`src/hdl/thsq_pkg.sv`:
```
// Shared types, codes and constants of the traverse homing and winding sequencer.
`timescale 1ns / 1ps
`default_nettype none

package thsq_pkg;

   // Position word and fixed distances
   localparam int POS_WIDTH      = 24;
   localparam int PULL_OFF_WIDTH = 16;
   localparam int SEEK_DISTANCE  = 100000;
   localparam int CSR_IDX_WIDTH  = 2;

   typedef logic signed [POS_WIDTH-1:0] pos_type;

   localparam pos_type SEEK_POS = pos_type'(SEEK_DISTANCE);
   localparam pos_type SEEK_NEG = pos_type'(-SEEK_DISTANCE);

   // Register reset values
   localparam pos_type                   FIRST_LIMIT_RESET  = pos_type'(0);
   localparam pos_type                   SECOND_LIMIT_RESET = pos_type'(500);
   localparam logic [PULL_OFF_WIDTH-1:0] PULL_OFF_RESET     = PULL_OFF_WIDTH'(20);

   typedef enum logic [CSR_IDX_WIDTH-1:0] {
      CSR_FIRST_LIMIT  = 2'd0,
      CSR_SECOND_LIMIT = 2'd1,
      CSR_PULL_OFF     = 2'd2
   } csr_index_type;

   typedef enum logic [2:0] {
      REQ_PLAIN = 3'd0,
      REQ_HOME  = 3'd1,
      REQ_START = 3'd2,
      REQ_STOP  = 3'd3,
      REQ_JOG   = 3'd4
   } req_code_type;

   typedef enum logic [2:0] {
      ACT_NONE     = 3'd0,
      ACT_STOP     = 3'd1,
      ACT_MOVE_BY  = 3'd2,
      ACT_MOVE_TO  = 3'd3,
      ACT_SET_MOVE = 3'd4
   } action_type;

   typedef enum logic [2:0] {
      SPEED_KEEP      = 3'd0,
      SPEED_FULL      = 3'd1,
      SPEED_HALF      = 3'd2,
      SPEED_QUARTER   = 3'd3,
      SPEED_TWENTIETH = 3'd4,
      SPEED_FIFTH     = 3'd5
   } speed_type;

   typedef enum logic [1:0] {
      SPIN_NONE = 2'd0,
      SPIN_RUN  = 2'd1,
      SPIN_STOP = 2'd2
   } spindle_type;

   typedef enum logic [1:0] {
      MODE_IDLE   = 2'd0,
      MODE_HOMING = 2'd1,
      MODE_RUN    = 2'd2,
      MODE_JOG    = 2'd3
   } mode_type;

   typedef enum logic [1:0] {
      REPLY_OK         = 2'd0,
      REPLY_NOT_HOMED  = 2'd1,
      REPLY_BUSY       = 2'd2
   } reply_type;

   typedef enum logic [2:0] {
      PH_FAST_SEEK  = 3'd0,
      PH_WAIT_FAST  = 3'd1,
      PH_PULL_AWAY  = 3'd2,
      PH_WAIT_PULL  = 3'd3,
      PH_SLOW_SEEK  = 3'd4,
      PH_WAIT_SLOW  = 3'd5,
      PH_PULL_OFF   = 3'd6
   } phase_type;

   typedef struct packed {
      logic [2:0] req_type;
      pos_type    jog_steps;
      logic       estop_active;
      logic       left_switch_hit;
      logic       right_switch_hit;
      logic       left_idle;
      logic       right_idle;
      pos_type    left_position;
   } req_payload_type;

   typedef struct packed {
      action_type  left_action;
      action_type  right_action;
      pos_type     move_offset;
      pos_type     move_target;
      pos_type     set_value;
      speed_type   speed_code;
      spindle_type spindle_action;
      mode_type    mode_now;
      logic        is_homed;
      reply_type   reply;
   } rsp_payload_type;

   // Pipeline control from the input register
   typedef struct packed {
      logic valid;
      logic advance;
   } stage_ctrl_type;

endpackage

`default_nettype wire

```
`src/hdl/thsq_if.sv`:
```
// Valid/ready channel interfaces for control passes and their results.
`timescale 1ns / 1ps
`default_nettype none

interface thsq_req_if;
   logic                      valid;
   logic                      ready;
   thsq_pkg::req_payload_type payload;

   modport source (output valid, output payload, input ready);
   modport sink   (input valid, input payload, output ready);
endinterface

interface thsq_rsp_if;
   logic                      valid;
   logic                      ready;
   thsq_pkg::rsp_payload_type payload;

   modport source (output valid, output payload, input ready);
   modport sink   (input valid, input payload, output ready);
endinterface

`default_nettype wire

```
`src/hdl/thsq_input_stage.sv`:
```
// Input register: holds one control pass until the decision logic takes it.
`timescale 1ns / 1ps
`default_nettype none

module thsq_input_stage (
   input  wire logic                       clock,
   input  wire logic                       reset,
   thsq_req_if.sink                        req_if,
   input  wire logic                       can_load,
   output thsq_pkg::stage_ctrl_type        ctrl,
   output thsq_pkg::req_payload_type       item
);

   logic                      valid_ff;
   logic                      valid_in;
   thsq_pkg::req_payload_type item_ff;
   logic                      take;
   logic                      advance;

   // Advance when the result register can take the outcome
   assign advance      = valid_ff && can_load;
   assign req_if.ready = !valid_ff || can_load;
   assign take         = req_if.valid && req_if.ready;

   always_comb begin
      if (take) begin
         valid_in = 1'b1;
      end else if (advance) begin
         valid_in = 1'b0;
      end else begin
         valid_in = valid_ff;
      end
   end

   always_ff @(posedge clock) begin
      if (reset) begin
         valid_ff <= 1'b0;
      end else begin
         valid_ff <= valid_in;
      end
   end

   // Capture the payload on each transfer
   always_ff @(posedge clock) begin
      if (take) begin
         item_ff <= req_if.payload;
      end
   end

   assign ctrl.valid   = valid_ff;
   assign ctrl.advance = advance;
   assign item         = item_ff;

endmodule

`default_nettype wire

```
`src/hdl/thsq_core.sv`:
```
// Sequencer state, configuration registers and the single-pass decision logic.
`timescale 1ns / 1ps
`default_nettype none

module thsq_core (
   input  wire logic                                   clock,
   input  wire logic                                   reset,
   input  wire thsq_pkg::stage_ctrl_type               ctrl,
   input  wire thsq_pkg::req_payload_type              item,
   input  wire logic                                   csr_wr_en,
   input  wire logic [thsq_pkg::CSR_IDX_WIDTH-1:0]     csr_index,
   input  wire logic [thsq_pkg::POS_WIDTH-1:0]         csr_wdata,
   output thsq_pkg::rsp_payload_type                   result
);

   // Configuration registers
   thsq_pkg::pos_type                         first_limit_ff;
   thsq_pkg::pos_type                         second_limit_ff;
   logic [thsq_pkg::PULL_OFF_WIDTH-1:0]       pull_off_ff;

   // Sequencer state
   thsq_pkg::mode_type  mode_ff,       mode_in;
   thsq_pkg::phase_type phase_ff,      phase_in;
   logic                homed_ff,      homed_in;
   logic                home_pend_ff,  home_pend_in;
   logic                start_pend_ff, start_pend_in;
   logic                jog_pend_ff,   jog_pend_in;
   thsq_pkg::pos_type   jog_dist_ff,   jog_dist_in;

   // Pass working values
   thsq_pkg::pos_type     lo, hi, pull_off_ext, tgt;
   thsq_pkg::pos_type     pos, offset, target, setv;
   thsq_pkg::action_type  act0, act1;
   thsq_pkg::speed_type   speed;
   thsq_pkg::spindle_type spin;
   thsq_pkg::reply_type   reply;
   logic                  idle0, idle1, moved0, moved1, both;

   // Order the traverse limits
   assign lo = (first_limit_ff < second_limit_ff) ? first_limit_ff : second_limit_ff;
   assign hi = (first_limit_ff < second_limit_ff) ? second_limit_ff : first_limit_ff;
   assign pull_off_ext =
      {{(thsq_pkg::POS_WIDTH-thsq_pkg::PULL_OFF_WIDTH){1'b0}}, pull_off_ff};

   // Write configuration registers
   always_ff @(posedge clock) begin
      if (reset) begin
         first_limit_ff  <= thsq_pkg::FIRST_LIMIT_RESET;
         second_limit_ff <= thsq_pkg::SECOND_LIMIT_RESET;
         pull_off_ff     <= thsq_pkg::PULL_OFF_RESET;
      end else if (csr_wr_en) begin
         unique case (thsq_pkg::csr_index_type'(csr_index))
            thsq_pkg::CSR_FIRST_LIMIT:  first_limit_ff  <= csr_wdata;
            thsq_pkg::CSR_SECOND_LIMIT: second_limit_ff <= csr_wdata;
            thsq_pkg::CSR_PULL_OFF:     pull_off_ff     <= csr_wdata[thsq_pkg::PULL_OFF_WIDTH-1:0];
            default: ;
         endcase
      end
   end

   // Next state and axis commands for one pass, in request priority order
   always_comb begin
      mode_in       = mode_ff;
      phase_in      = phase_ff;
      homed_in      = homed_ff;
      home_pend_in  = home_pend_ff;
      start_pend_in = start_pend_ff;
      jog_pend_in   = jog_pend_ff;
      jog_dist_in   = jog_dist_ff;
      act0          = thsq_pkg::ACT_NONE;
      act1          = thsq_pkg::ACT_NONE;
      idle0         = item.left_idle;
      idle1         = item.right_idle;
      moved0        = 1'b0;
      moved1        = 1'b0;
      pos           = item.left_position;
      offset        = '0;
      target        = '0;
      setv          = '0;
      tgt           = '0;
      speed         = thsq_pkg::SPEED_KEEP;
      spin          = thsq_pkg::SPIN_NONE;
      reply         = thsq_pkg::REPLY_OK;
      both          = 1'b0;

      // Latch the request
      if (item.req_type == thsq_pkg::REQ_HOME) begin
         home_pend_in = 1'b1;
      end else if (item.req_type == thsq_pkg::REQ_START) begin
         if (!homed_ff) begin
            reply = thsq_pkg::REPLY_NOT_HOMED;
         end else begin
            start_pend_in = 1'b1;
         end
      end else if (item.req_type == thsq_pkg::REQ_JOG) begin
         if (mode_ff == thsq_pkg::MODE_HOMING || mode_ff == thsq_pkg::MODE_RUN) begin
            reply = thsq_pkg::REPLY_BUSY;
         end else begin
            jog_pend_in = 1'b1;
            jog_dist_in = item.jog_steps;
         end
      end

      // Stop at once and drop every pending request
      if (item.req_type == thsq_pkg::REQ_STOP) begin
         home_pend_in  = 1'b0;
         start_pend_in = 1'b0;
         jog_pend_in   = 1'b0;
         mode_in       = thsq_pkg::MODE_IDLE;
         act0          = thsq_pkg::ACT_STOP;
         act1          = thsq_pkg::ACT_STOP;
         spin          = thsq_pkg::SPIN_STOP;
      end

      // Begin homing with the fast seek
      if (home_pend_in && mode_in == thsq_pkg::MODE_IDLE) begin
         home_pend_in = 1'b0;
         mode_in      = thsq_pkg::MODE_HOMING;
         phase_in     = thsq_pkg::PH_FAST_SEEK;
         speed        = thsq_pkg::SPEED_HALF;
         act0         = thsq_pkg::ACT_MOVE_BY;
         act1         = thsq_pkg::ACT_MOVE_BY;
         offset       = thsq_pkg::SEEK_NEG;
         idle0        = (thsq_pkg::SEEK_NEG == '0);
         idle1        = (thsq_pkg::SEEK_NEG == '0);
         moved0       = 1'b1;
         moved1       = 1'b1;
      end

      // Issue a pending jog
      if (jog_pend_in && mode_in != thsq_pkg::MODE_HOMING && mode_in != thsq_pkg::MODE_RUN) begin
         jog_pend_in = 1'b0;
         speed       = thsq_pkg::SPEED_FULL;
         act0        = thsq_pkg::ACT_MOVE_BY;
         act1        = thsq_pkg::ACT_MOVE_BY;
         offset      = jog_dist_in;
         idle0       = (jog_dist_in == '0);
         idle1       = (jog_dist_in == '0);
         moved0      = 1'b1;
         moved1      = 1'b1;
         mode_in     = thsq_pkg::MODE_JOG;
      end

      // Start winding from the low limit towards the high one
      if (start_pend_in && mode_in == thsq_pkg::MODE_IDLE) begin
         start_pend_in = 1'b0;
         if (homed_ff) begin
            act0    = thsq_pkg::ACT_SET_MOVE;
            act1    = thsq_pkg::ACT_SET_MOVE;
            setv    = lo;
            target  = hi;
            pos     = lo;
            idle0   = (lo == hi);
            idle1   = (lo == hi);
            moved0  = 1'b1;
            moved1  = 1'b1;
            speed   = thsq_pkg::SPEED_FULL;
            spin    = thsq_pkg::SPIN_RUN;
            mode_in = thsq_pkg::MODE_RUN;
         end
      end

      // Emergency stop while active; pending requests stay
      if (item.estop_active && mode_in != thsq_pkg::MODE_IDLE) begin
         mode_in = thsq_pkg::MODE_IDLE;
         act0    = thsq_pkg::ACT_STOP;
         act1    = thsq_pkg::ACT_STOP;
         if (moved0) begin
            idle0 = 1'b1;
         end
         if (moved1) begin
            idle1 = 1'b1;
         end
         spin    = thsq_pkg::SPIN_STOP;
      end

      // Handler of the current mode
      both = idle0 && idle1;
      unique case (mode_in)
         thsq_pkg::MODE_HOMING: begin
            unique case (phase_in)
               thsq_pkg::PH_FAST_SEEK, thsq_pkg::PH_SLOW_SEEK: begin
                  if (item.left_switch_hit) begin
                     act0 = thsq_pkg::ACT_STOP;
                     if (moved0) begin
                        idle0 = 1'b1;
                     end
                  end
                  if (item.right_switch_hit) begin
                     act1 = thsq_pkg::ACT_STOP;
                     if (moved1) begin
                        idle1 = 1'b1;
                     end
                  end
                  if (idle0 && idle1) begin
                     phase_in = (phase_in == thsq_pkg::PH_FAST_SEEK) ?
                                thsq_pkg::PH_WAIT_FAST : thsq_pkg::PH_WAIT_SLOW;
                  end
               end
               thsq_pkg::PH_PULL_AWAY: begin
                  if (!item.left_switch_hit) begin
                     act0 = thsq_pkg::ACT_STOP;
                     if (moved0) begin
                        idle0 = 1'b1;
                     end
                  end
                  if (!item.right_switch_hit) begin
                     act1 = thsq_pkg::ACT_STOP;
                     if (moved1) begin
                        idle1 = 1'b1;
                     end
                  end
                  if (idle0 && idle1) begin
                     phase_in = thsq_pkg::PH_WAIT_PULL;
                  end
               end
               thsq_pkg::PH_WAIT_FAST: begin
                  if (both) begin
                     speed    = thsq_pkg::SPEED_QUARTER;
                     act0     = thsq_pkg::ACT_MOVE_BY;
                     act1     = thsq_pkg::ACT_MOVE_BY;
                     offset   = thsq_pkg::SEEK_POS;
                     phase_in = thsq_pkg::PH_PULL_AWAY;
                  end
               end
               thsq_pkg::PH_WAIT_PULL: begin
                  if (both) begin
                     speed    = thsq_pkg::SPEED_TWENTIETH;
                     act0     = thsq_pkg::ACT_MOVE_BY;
                     act1     = thsq_pkg::ACT_MOVE_BY;
                     offset   = thsq_pkg::SEEK_NEG;
                     phase_in = thsq_pkg::PH_SLOW_SEEK;
                  end
               end
               thsq_pkg::PH_WAIT_SLOW: begin
                  if (both) begin
                     speed    = thsq_pkg::SPEED_FIFTH;
                     act0     = thsq_pkg::ACT_MOVE_BY;
                     act1     = thsq_pkg::ACT_MOVE_BY;
                     offset   = pull_off_ext;
                     phase_in = thsq_pkg::PH_PULL_OFF;
                  end
               end
               default: begin
                  // Pull-off done: load the low limit and head for the high one
                  if (both) begin
                     act0     = thsq_pkg::ACT_SET_MOVE;
                     act1     = thsq_pkg::ACT_SET_MOVE;
                     setv     = lo;
                     target   = hi;
                     speed    = thsq_pkg::SPEED_FULL;
                     mode_in  = thsq_pkg::MODE_IDLE;
                     homed_in = 1'b1;
                  end
               end
            endcase
         end
         thsq_pkg::MODE_RUN: begin
            // Reverse between the limits once both axes have arrived
            if (both) begin
               tgt    = (pos >= hi) ? lo : hi;
               act0   = thsq_pkg::ACT_MOVE_TO;
               act1   = thsq_pkg::ACT_MOVE_TO;
               target = tgt;
            end
         end
         thsq_pkg::MODE_JOG: begin
            if (both) begin
               mode_in = thsq_pkg::MODE_IDLE;
            end
         end
         default: ;
      endcase
   end

   // Assemble the result item
   always_comb begin
      result.left_action    = act0;
      result.right_action   = act1;
      result.move_offset    = offset;
      result.move_target    = target;
      result.set_value      = setv;
      result.speed_code     = speed;
      result.spindle_action = spin;
      result.mode_now       = mode_in;
      result.is_homed       = homed_in;
      result.reply          = reply;
   end

   // Control state: advance once per transfer through the pass
   always_ff @(posedge clock) begin
      if (reset) begin
         mode_ff       <= thsq_pkg::MODE_IDLE;
         phase_ff      <= thsq_pkg::PH_FAST_SEEK;
         homed_ff      <= 1'b0;
         home_pend_ff  <= 1'b0;
         start_pend_ff <= 1'b0;
         jog_pend_ff   <= 1'b0;
         jog_dist_ff   <= '0;
      end else if (ctrl.advance) begin
         mode_ff       <= mode_in;
         phase_ff      <= phase_in;
         homed_ff      <= homed_in;
         home_pend_ff  <= home_pend_in;
         start_pend_ff <= start_pend_in;
         jog_pend_ff   <= jog_pend_in;
         jog_dist_ff   <= jog_dist_in;
      end
   end

   // Checks on the sequencer state
   a_reset_idle: assert property (@(posedge clock)
      reset |=> (mode_ff == thsq_pkg::MODE_IDLE) && !homed_ff)
      else $error("sequencer not idle and unhomed after reset");

   a_homed_sticks: assert property (@(posedge clock) disable iff (reset)
      homed_ff |=> homed_ff)
      else $error("homed flag dropped");

   a_run_needs_home: assert property (@(posedge clock) disable iff (reset)
      (mode_ff == thsq_pkg::MODE_RUN) |-> homed_ff)
      else $error("running without a completed homing sequence");

   a_hold_without_item: assert property (@(posedge clock) disable iff (reset)
      !ctrl.valid |=> $stable(mode_ff) && $stable(phase_ff))
      else $error("state moved with no pass held");

   a_stop_clears: assert property (@(posedge clock) disable iff (reset)
      ctrl.advance && (item.req_type == thsq_pkg::REQ_STOP)
      |=> !home_pend_ff && !start_pend_ff && !jog_pend_ff)
      else $error("stop left a request pending");

endmodule

`default_nettype wire

```
`src/hdl/thsq_output_stage.sv`:
```
// Result register: holds one result item until the downstream side takes it.
`timescale 1ns / 1ps
`default_nettype none

module thsq_output_stage (
   input  wire logic                       clock,
   input  wire logic                       reset,
   input  wire thsq_pkg::stage_ctrl_type   ctrl,
   input  wire thsq_pkg::rsp_payload_type  result,
   output logic                            can_load,
   thsq_rsp_if.source                      rsp_if
);

   logic                      valid_ff;
   logic                      valid_in;
   thsq_pkg::rsp_payload_type result_ff;

   // Free when empty or being drained in this cycle
   assign can_load = !valid_ff || rsp_if.ready;

   always_comb begin
      if (ctrl.advance) begin
         valid_in = 1'b1;
      end else if (rsp_if.ready) begin
         valid_in = 1'b0;
      end else begin
         valid_in = valid_ff;
      end
   end

   always_ff @(posedge clock) begin
      if (reset) begin
         valid_ff <= 1'b0;
      end else begin
         valid_ff <= valid_in;
      end
   end

   // Load the outcome of each pass
   always_ff @(posedge clock) begin
      if (ctrl.advance) begin
         result_ff <= result;
      end
   end

   assign rsp_if.valid   = valid_ff;
   assign rsp_if.payload = result_ff;

endmodule

`default_nettype wire

```
`src/hdl/traverse_homing_winding_sequencer.sv`:
```
// Top level of the dual-axis traverse homing and winding sequencer.
//
//   channel  | direction | handshake          | carries
//   ---------+-----------+--------------------+-------------------------------------
//   req_if   | in        | valid / ready      | control pass, optional command
//   rsp_if   | out       | valid / ready      | axis actions, speed, spindle, status
//   csr_*    | in        | write enable only  | traverse limits, pull-off distance
//
// One pass per cycle sustained while rsp_if is ready; a pass is held in the input register
// and then in the result register before it appears on rsp_if.
// The loop through mode, homing phase and pending requests closes through the core state registers.
// Reset clears mode, phase, homed flag and pending requests, and loads register defaults.
// A stalled rsp_if holds its result; req_if keeps taking transfers until both
// the result register and the input register are full.
`timescale 1ns / 1ps
`default_nettype none

module traverse_homing_winding_sequencer (
   input  wire logic                                clock,
   input  wire logic                                reset,
   thsq_req_if.sink                                 req_if,
   thsq_rsp_if.source                               rsp_if,
   input  wire logic                                csr_wr_en,
   input  wire logic [thsq_pkg::CSR_IDX_WIDTH-1:0]  csr_index,
   input  wire logic [thsq_pkg::POS_WIDTH-1:0]      csr_wdata
);

   thsq_pkg::stage_ctrl_type  ctrl;
   thsq_pkg::req_payload_type item;
   thsq_pkg::rsp_payload_type result;
   logic                      can_load;

   thsq_input_stage u_input (
      .clock    (clock),
      .reset    (reset),
      .req_if   (req_if),
      .can_load (can_load),
      .ctrl     (ctrl),
      .item     (item)
   );

   thsq_core u_core (
      .clock     (clock),
      .reset     (reset),
      .ctrl      (ctrl),
      .item      (item),
      .csr_wr_en (csr_wr_en),
      .csr_index (csr_index),
      .csr_wdata (csr_wdata),
      .result    (result)
   );

   thsq_output_stage u_output (
      .clock    (clock),
      .reset    (reset),
      .ctrl     (ctrl),
      .result   (result),
      .can_load (can_load),
      .rsp_if   (rsp_if)
   );

endmodule

`default_nettype wire
```
`src/flat_wrapper.sv`:
```
// flat-port wrapper written by rule: the top's interface ports become plain ports
module traverse_homing_winding_sequencer_flat 
  (clock, reset, csr_wr_en, csr_index, csr_wdata, req_if_valid, req_if_payload, req_if_ready, rsp_if_valid, rsp_if_payload, rsp_if_ready);
  thsq_req_if req_if_i ();
  thsq_rsp_if rsp_if_i ();
  input  wire logic clock;
  input  wire logic reset;
  input  wire logic csr_wr_en;
  input  wire logic [thsq_pkg::CSR_IDX_WIDTH-1:0] csr_index;
  input  wire logic [thsq_pkg::POS_WIDTH-1:0] csr_wdata;
  input wire logic [$bits(req_if_i.valid)-1:0] req_if_valid;
  input wire logic [$bits(req_if_i.payload)-1:0] req_if_payload;
  output wire logic [$bits(req_if_i.ready)-1:0] req_if_ready;
  output wire logic [$bits(rsp_if_i.valid)-1:0] rsp_if_valid;
  output wire logic [$bits(rsp_if_i.payload)-1:0] rsp_if_payload;
  input wire logic [$bits(rsp_if_i.ready)-1:0] rsp_if_ready;
  assign req_if_i.valid = req_if_valid;
  assign req_if_i.payload = req_if_payload;
  assign req_if_ready = req_if_i.ready;
  assign rsp_if_valid = rsp_if_i.valid;
  assign rsp_if_payload = rsp_if_i.payload;
  assign rsp_if_i.ready = rsp_if_ready;
  traverse_homing_winding_sequencer u_core (.clock(clock), .reset(reset), .req_if(req_if_i), .rsp_if(rsp_if_i), .csr_wr_en(csr_wr_en), .csr_index(csr_index), .csr_wdata(csr_wdata));
endmodule
```
`config.mk`:
```
export PLATFORM = sky130hd
export DESIGN_NAME = traverse_homing_winding_sequencer_flat
export DESIGN_NICKNAME = d
export VERILOG_FILES = /design/src/hdl/thsq_pkg.sv /design/src/hdl/thsq_if.sv /design/src/hdl/thsq_input_stage.sv /design/src/hdl/thsq_core.sv /design/src/hdl/thsq_output_stage.sv /design/src/hdl/traverse_homing_winding_sequencer.sv /design/src/flat_wrapper.sv
export SDC_FILE = /design/constraint.sdc
export NUM_CORES = 1
export LEC_CHECK = 0
export BUFFER_PORTS_ARGS = -buffer_cell sky130_fd_sc_hd__buf_2
export CAP_MARGIN = 20
export CORE_AREA = 2 2 175 134
export CTS_CLUSTER_SIZE = 24
export DETAILED_ROUTE_END_ITERATION = 10
export DIE_AREA = 0 0 177 136
export GPL_TIMING_DRIVEN = 0
export PLACE_DENSITY = 0.81
export SLEW_MARGIN = 25
export SYNTH_ARGS = -nofsm -noshare
export SYNTH_HDL_FRONTEND = slang
export SYNTH_SLANG_ARGS = --single-unit
```
`constraint.sdc`:
```
create_clock -name clock -period 11.7 [get_ports clock]
set_input_delay 0.585 -clock clock [delete_from_list [all_inputs] [get_ports clock]]
set_output_delay 0.585 -clock clock [all_outputs]
set_load 0.02 [all_outputs]
```
==> results of run 1 <==
-- through the flow --
stage                     instances  instance area (um^2)  hold WS [ps]  power [mW]
after floorplan                1291                 12130         436.2       1.187
after global placement         1766                 13380         445.6       1.293
after detailed placement       1769                 13450         449.9       1.301
after CTS                      1815                 14290         215.4       2.111
after global routing           1816                 14300         210.8       2.182
final                          1816                 14300         228.0       2.114
-- routing by layer --
layer  up-vias  global-route usage  wire length [um]
met5         -                   0                 0
met4         0             0.07805               916
met3        76             0.07578              4521
met2       692              0.3956             14110
met1      5055              0.4500             16090
li1       5041                   -                 -
-- worst paths after layout --
check,start,end,slack [ps],depth (start not counted)
worst min-delay path,req_if_payload[38],u_core.u_input.item[38],230,1
worst min register to register,u_core.u_core.pull_off_ff[8],u_core.u_core.pull_off_ff[8],460,2
worst max register to register,u_core.u_core.second_limit_ff[17],u_core.u_output.rsp_if.payload[38],4310,21
worst max-delay path,u_core.u_core.second_limit_ff[17],u_core.u_output.rsp_if.payload[38],4310,21
-- kinds of logic (layout without fill, tap and decap cells) --
group	Yosys count	after routing
and+or+nand+nor	497	497
AOI/OAI and AO/OA	330	330
buffers and inverters	130	354
muxes	35	35
adders and majority gates	51	51
other	0	1
xor gates and xnor gates	5	5
DFF	243	243
-- power by group --
part / total, mW / internal [mW] / switching, mW
Clock: 0.819 / 0.480 / 0.339
Sequential: 0.964 / 0.944 / 0.0203
Combinational: 0.330 / 0.108 / 0.222
-- synthesized netlist by cell type, types with 3 or more instances --
master                      instances
sky130_fd_sc_hd__o31ai_1           12
sky130_fd_sc_hd__a21oi_1          159
sky130_fd_sc_hd__nor2_1            89
sky130_fd_sc_hd__a31oi_1            3
sky130_fd_sc_hd__buf_2             11
sky130_fd_sc_hd__ha_1              51
sky130_fd_sc_hd__nand2_1          272
sky130_fd_sc_hd__nor3b_1            5
sky130_fd_sc_hd__a21boi_0           6
sky130_fd_sc_hd__nor4_1            17
sky130_fd_sc_hd__xnor2_1            3
sky130_fd_sc_hd__o21ai_0           51
sky130_fd_sc_hd__o2111ai_1          5
sky130_fd_sc_hd__or2_1              3
sky130_fd_sc_hd__nor3_1            12
sky130_fd_sc_hd__a221oi_1          10
sky130_fd_sc_hd__a211o_1            6
sky130_fd_sc_hd__a2bb2oi_1          6
sky130_fd_sc_hd__o211ai_1           7
sky130_fd_sc_hd__buf_1              4
sky130_fd_sc_hd__mux2i_1           27
sky130_fd_sc_hd__nand3_1           25
sky130_fd_sc_hd__nand2b_1           7
sky130_fd_sc_hd__o21ai_1            4
sky130_fd_sc_hd__and4_1             3
sky130_fd_sc_hd__nand4_1           12
sky130_fd_sc_hd__and3_1            15
sky130_fd_sc_hd__buf_6              3
sky130_fd_sc_hd__nand3b_1           5
sky130_fd_sc_hd__a211oi_1           5
sky130_fd_sc_hd__o32ai_1           15
sky130_fd_sc_hd__nor2b_1            7
sky130_fd_sc_hd__mux2_2             8
sky130_fd_sc_hd__clkbuf_1          61
sky130_fd_sc_hd__o21a_1            10
sky130_fd_sc_hd__edfxtp_1         144
sky130_fd_sc_hd__dfxtp_1           99
sky130_fd_sc_hd__a21o_1            12
sky130_fd_sc_hd__and2_1             8
sky130_fd_sc_hd__inv_1             49
-- state kept, by name, indices dropped and copies added, names as in the netlist --
| register | cells |
|---|---|
| u_core.u_core.first_limit_ff | 24 |
| u_core.u_core.home_pend_ff | 1 |
| u_core.u_core.homed_ff | 1 |
| u_core.u_core.jog_dist_ff | 24 |
| u_core.u_core.jog_pend_ff | 1 |
| u_core.u_core.mode_ff | 2 |
| u_core.u_core.phase_ff | 3 |
| u_core.u_core.pull_off_ff | 16 |
| u_core.u_core.second_limit_ff | 24 |
| u_core.u_core.start_pend_ff | 1 |
| u_core.u_input.item | 56 |
| u_core.u_input.valid_ff | 1 |
| u_core.u_output.rsp_if.payload | 88 |
| u_core.u_output.rsp_if.valid | 1 |
-- layout make-up --
| class | instances | share of cell area |
|---|---|---|
| tap | 300 | 0.02626 |
| sequential | 243 | 0.4411 |
| clock inverter | 15 | 0.01173 |
| clock buffer | 31 | 0.04744 |
| timing repair buffer | 178 | 0.06547 |
| buffer | 81 | 0.02460 |
| inverter | 49 | 0.01287 |
| antenna | 1 | 0.0001751 |
| multi-input combinational | 918 | 0.3703 |
-- worst max-delay path, delay by kind of cell, from the launching register on --
family | cells | cell delay (ps)
AO/OA/AOI/OAI | 10 | 3010
buffers and inverters | 5 | 2070
AND/OR/NAND/NOR | 4 | 1010
adder cells (fa/ha/maj) | 2 | 620
flip-flops | 1 | 380
==> impl.org, run 1 <==
** Routing
- For this run, design rule violations remaining after detail routing come to 0.
- Iter 0 DRT Violations :: 1,377
- Dividing the detail-routed wire length by the instance count gives 19.63 um.
- For this block, the via count after detailed routing is 10,860.
- Dividing the detail-routed via count by the number of cells gives 5.982.
- Post-route ant nets :: 0
- Number of detailed-route iterations in the first pass :: 6
- Detailed-route wire length :: 35,640 um

** Clock tree
- Setup bufs post-CTS :: 0
- The clock drives 243 sinks.
- Clock Pin Slew Worst Setup and Hold Paths :: 60 ps
- Gates resized during post-CTS repair numbered 0.
- Maximum clock path buffer count :: 3
- In this run the number of H-tree levels came out at 1.
- In this run, post-CTS hold repair placed 0 buffers.
- In this run the clock root is driven by a sky130_fd_sc_hd__clkbuf_16.
- Latest clock arrival within the worst-skew pair :: 530 ps
- TritonCTS built the clock tree.
- TritonCTS created 25 clock buffers.

** Power
- IR analysis of the VDD net gives a maximum drop of 102.2 uV.
- Power density over the cells :: 147.9 mW/mm^2
- Summed over all cells, the static leakage comes to 5.357 nW.

** Cells and area
- In the final layout, the multi-input gates occupy 0.005294 mm^2.
- After filler insertion, the fill cell instance count of the layout stands at 1,899.
- Measured on the finished design, the core utilization comes to 0.6347.
- Compared with the post-synthesis result, the final layout area differs by 17.86%.
- Leading cell types in the layout, fill and taps excluded :: sky130_fd_sc_hd__nand2_1, sky130_fd_sc_hd__buf_2, sky130_fd_sc_hd__a21oi_1
- The net count of the finished layout is 1,634.
- Share of cells above drive strength 1 :: 0.1696
- Across the whole layout, storage elements account for 0.006306 mm^2.
- Most common cell after layout, fill and taps aside :: sky130_fd_sc_hd__nand2_1

** Synth
- During synthesis, Yosys emitted a total of 0 warnings.
- For this run, asynchronously set or reset flops after synthesis account for 0.
- Area fraction in compound gates after synthesis :: 0.1672
- Predominant post-synthesis flop cell :: sky130_fd_sc_hd__edfxtp_1
- After synthesis, the share of cell area in mux cells is 0.02971.
- In this run, synthesis produced a sequential element count of 243.
- The cell area that synthesis handed to floorplanning was 0.01213 mm^2.
- Number of enable-type register cells in the synthesized netlist :: 144
- Of the total synthesized cell area, the portion taken by XOR and XNOR cells is 0.003610.
- Leading area contributor after synthesis :: sky130_fd_sc_hd__edfxtp_1
- When the netlist entered floorplanning its net count stood at 1,429.
- Syn Area/Cell :: 9.395 um^2
- Of the total synthesized cell area, the portion taken by AND, OR, NAND and NOR gates is 0.1831.
- By area, the combinational part of the netlist is dominated by simple AND/OR/NAND/NOR gates.
- Gate count of the mapped netlist :: 1,291
- Distinct cell type count of the synthesized netlist :: 72
- Of the total synthesized cell area, the portion taken by full adders, half adders and majority gates is 0.05261.
- Cells taking the most area after synthesis :: sky130_fd_sc_hd__edfxtp_1, sky130_fd_sc_hd__dfxtp_1, sky130_fd_sc_hd__nand2_1
- Share of the synthesized area in the top cell type :: 0.3565
- Seq/Total Area, Yosys :: 0.5199

** STA
- The clock period could shrink to 7391 ps.
- Actual transition at the worst max-transition pin :: 889.4 ps
- The final number of hold-violating endpoints is 0.
- Clock skew :: 9.193 ps
- Final period util :: 0.6317
- Setup repair after global routing left no endpoint under its margin.
- Final total negative setup slack :: 0 ps
- In the post-route analysis, the smallest setup slack over all paths is 4309 ps.
- Setup violations remaining at the end of the flow were counted as 0.
- The final number of max-transition violations came to 0.
- Highest achievable clock rate :: 0.1353 GHz
- Remaining max-slew budget at the tightest pin :: 0.4016

** Floorplanning
- In this run the core area contains 48 standard-cell rows.
- Starting utilization of the core area :: 0.5386
- Horizontal die dimension :: 177 um
- CORE AREA :: 0.02252 mm^2
- In this run the count of I/O pins placed on the die edge is 177.
- Die outline area :: 0.02407 mm^2
- Vertical die dimension :: 136 um

** Critical path
- Startpoint kind of the worst setup timing path :: register
- Worst path cell trace :: inv_1 > ha_1 > a21o_1 > a221o_1 > a221oi_1 > nor2_1 > a21oi_1 > clkbuf_1 > clkbuf_1 > clkbuf_1 > a21oi_1 > ha_1 > nand4_1 > nor3_1 > a31oi_1 > a21o_1 > a211oi_1 > nor2_2 > a21oi_1 > clkbuf_1 > o32ai_1
- The largest individual stage delay along the critical path comes from the cell sky130_fd_sc_hd__nor3_1.
- In this design, the stage delay of the slowest critical-path cell is 620 ps.
- Required time worst endpoint :: 11,940 ps
- The worst setup path is captured at a register.
- In this run the worst path has a maximum fanout of 10.
- Arrival time of data at the critical path endpoint :: 7630 ps
- WS Path Type :: reg -> reg
- The cell that appears most often on the critical path is sky130_fd_sc_hd__clkbuf_1.

** GRT
- Entering global routing, the biggest net connects 43 pins.
- First-pass GRT wire length :: 53,940 um
- The initial antenna violation count was 1.
- After global routing the overflow that remains totals 0.
- All-layer global routing usage :: 0.2901
- Number of global-route vias before repair :: 9,734

** Placed design
- After legalization and detailed placement, the total HPWL measured 26,520 um.
- Routability-driven placement finished with a final weighted congestion of 0.9999.
- Worst slack at placement :: 4713 ps
- Buffers placed on the I/O ports in this run total 175.

** Run
- Number of max-cap violations :: 0

** Hold path
- The min-delay analysis places its worst path in the category in -> reg.

** Status
- Run status :: finished, final reports clean
(Power assumes the default switching activity.)
==> inputs of run 2 (changes only) <==
clock period = 7.05 ns   (was 11.7 ns; I/O delays follow)
==> run 2 against run 1 <==
Fmax rose by 12%. Critical path type unchanged. Critical path depth did not move. Largest cell class unchanged. Global-route usage increased by 0.99 points. Via count is 3.1% higher. Register-to-register slack got worse by 3800 ps. Largest power group unchanged. Core utilization rose by 2.5 points. Die area stayed put. Cell count up 3.0%. Sequential power up 66%.
==> impl.org, run 2 (synthesis gave the netlist of run 1 again) <==
** Status
- Run status :: finished, final reports clean

** Floorplanning
- I/O pin total :: 177 (unchanged)
- Starting utilization of the core area :: 0.5386 (unchanged)
- The area of the die came to 0.02407 mm^2 (unchanged).
- The area inside the core boundary was 0.02252 mm^2 (unchanged).
- Vertical die dimension :: 136 um (unchanged)
- The number of cell rows is 48 (unchanged).
- Horizontal die dimension :: 177 um (unchanged)

** Routing
- The via density per instance is 5.991 (+0.14%).
- Detailed-route wire length :: 36,670 um (+2.9%)
- Post-route ant nets :: 0 (unchanged)
- The routed length per instance came to 19.61 um (about the same).
- The remaining design rule violation count came to 0 (unchanged).
- The via total after detailed routing was 11,200 (+3.1%).
- Iter 0 DRT Violations :: 1,458 (+5.9%)
- Number of detailed-route iterations in the first pass :: 6 (unchanged)

** STA
- Clock skew :: 11.34 ps (+2.149 ps)
- Actual transition at the worst max-transition pin :: 814.7 ps (-74.62 ps)
- The remaining max-slew budget at the tightest pin was 0.4568 (+0.05522).
- The final number of hold-violating endpoints came to 0 (unchanged).
- The portion of the clock cycle consumed by the worst path in the final layout is 0.9337 (+0.3020).
- Number of max-slew violations in the final report :: 0 (unchanged)
- The minimum period implied by the final worst setup slack came to 6582 ps (-808.7 ps).
- The maximum clock rate is 0.1519 GHz (+12%).
- Final total negative setup slack :: 0 ps (unchanged)
- Setup repair after global routing left no endpoint under its margin.
- Setup-failing EPs final :: 0 (unchanged)

** GRT
- The initial antenna violation count is 1 (unchanged).
- First-pass GRT wire length :: 55,770 um (+3.4%)
- Number of global-route vias before repair :: 10,130 (+4.0%)
- All-layer global routing usage :: 0.3000 (+0.009858)
- Total congestion overflow :: 0 (unchanged)
- Largest net degree at the start of global routing :: 43 (unchanged)

** Cells and area
- Synthesis-to-finish area growth :: 22.47%
- Number of flip-flops in the largest register :: 88 (unchanged)
- The final standard cell count with taps included and fillers excluded is 1,870 (+3.0%).
- The fraction of final layout cells sized beyond drive strength 1 came to 0.1670 (-0.002652).
- The design area was 0.01485 mm^2 (+3.9%).
- Leading cell types in the layout, fill and taps excluded :: sky130_fd_sc_hd__nand2_1, sky130_fd_sc_hd__buf_2, sky130_fd_sc_hd__a21oi_1
- Most common cell after layout, fill and taps aside :: sky130_fd_sc_hd__nand2_1
- The layout net count was 1,688 (+3.3%).
- The utilization of the core after routing was 0.6596 (+0.02483).

** Clock tree
- The largest buffer count on any clock path came to 3 (unchanged).
- The root buffer cell chosen for the clock tree is sky130_fd_sc_hd__clkbuf_16.
- The number of buffers added for setup after CTS came to 0 (unchanged).
- The TritonCTS buffer count was 25 (unchanged).
- The clock edge transition at the registers on the reported setup and hold paths was 60 ps (about the same).
- The number of clock sinks was 243 (unchanged).
- The maximum level of the CTS H-tree came to 1 (unchanged).
- TritonCTS built the clock tree.
- The insertion delay of the later-clocked pin in the worst-skew pair was 530 ps (about the same).

** Critical path
- CP endpoint kind :: register
- Startpoint kind of the worst setup timing path :: register
- The endpoint arrival time on the critical path was 6860 ps (-770 ps).
- WS Path Type :: reg -> reg
- The required time of the critical path is 7330 ps (-4610 ps).
- Maximum fanout count along the critical path :: 10 (unchanged)

** Placed design
- Post-DP HPWL :: 26,520 um (unchanged)
- The placer's final routability congestion estimate was 0.9999 (unchanged).
- The number of placed cells counting well taps is 1,769 (unchanged).
- The count of input and output buffers is 175 (unchanged).
- The total cell area at the placement stage was 0.01345 mm^2 (unchanged).

** Power
- The maximum vdd drop was 170.0 uV (+66%).
- The ratio of total power to cell area was 238.0 mW/mm^2 (+61%).
- The total leakage power came to 5.591 nW (+4.4%).

** Hold path
- The worst hold path belongs to the class in -> reg.

** Run
- The max-capacitance violation count was 0 (unchanged).
## run 2: where the power goes
group / switching (mW) / internal [mW] / total [mW]
logic: 0.375 / 0.201 / 0.576
clock network: 0.562 / 0.797 / 1.36
registers: 0.0342 / 1.57 / 1.60
total: 0.971 / 2.56 / 3.54
## run 2: critical path, cell delays in order, from the launching register on
cell and delay (ps):
sky130_fd_sc_hd__dfxtp_1 380, sky130_fd_sc_hd__inv_1 90, sky130_fd_sc_hd__ha_1 290, sky130_fd_sc_hd__a21o_1 190, sky130_fd_sc_hd__a221o_1 310, sky130_fd_sc_hd__a221oi_1 410, sky130_fd_sc_hd__nor2_1 80, sky130_fd_sc_hd__a21oi_1 320
sky130_fd_sc_hd__clkbuf_1 440, sky130_fd_sc_hd__clkbuf_2 390, sky130_fd_sc_hd__clkbuf_1 450, sky130_fd_sc_hd__a21oi_1 150, sky130_fd_sc_hd__ha_1 330, sky130_fd_sc_hd__nand4_1 140, sky130_fd_sc_hd__nor3_2 440, sky130_fd_sc_hd__a31oi_1 180
sky130_fd_sc_hd__a21o_1 210, sky130_fd_sc_hd__a211oi_2 400, sky130_fd_sc_hd__o21ai_1 220, sky130_fd_sc_hd__and3_1 240, sky130_fd_sc_hd__clkbuf_1 180, sky130_fd_sc_hd__a221oi_1 490
## run 2: worst paths after layout
check	cells after the start	slack, ps	startpoint	to
setup / recovery	21	470	u_core.u_core.second_limit_ff[17]	u_core.u_output.rsp_if.payload[41]
hold reg to reg	2	460	u_core.u_core.pull_off_ff[8]	u_core.u_core.pull_off_ff[8]
setup reg to reg	21	470	u_core.u_core.second_limit_ff[17]	u_core.u_output.rsp_if.payload[41]
hold / removal	1	20	req_if_payload[10]	u_core.u_input.item[10]
## run 2: area by class of cell
class / count / area (um^2)
Clock buffer: 31 / 678.2
Tap cell: 300 / 375.4
Inverter: 49 / 183.9
Multi-Input combinational cell: 918 / 5310
Fill cell: 1825 / 7667
Antenna cell: 1 / 2.502
Clock inverter: 15 / 167.7
Timing Repair Buffer: 232 / 1476
Buffer: 81 / 354.1
Sequential cell: 243 / 6306
## run 2: what timing repair did
action                                  CTS  global route
endpoints found under the setup margin    3            23
hold buffers                             53             1
gates resized for setup                   1             5
hold endpoints to repair                 53             1
gates cloned                              0             0
## run 2: metrics by stage
| step | power [mW] | hold slack, ps | worst slack, ps |
|---|---|---|---|
| 6_report | 3.535 | 16.65 | 467.6 |
| 3_5_place_dp | 2.159 | 449.9 | 62.53 |
| 4_1_cts | 3.526 | 3.146 | 167.9 |
| 5_1_grt | 3.651 | 6.905 | 84.62 |
| 2_1_floorplan | 1.970 | 436.2 | 1800 |
| 3_3_place_gp | 2.146 | 445.6 | 140.3 |
## run 2: metal layers
layer  up-vias  GRT usage  share of wire
met1      5266     0.4550           0.44
met5         -          0              0
met4         0    0.08035          0.027
li1       5152          -              -
met3        85    0.07438           0.12
met2       700     0.4246           0.41
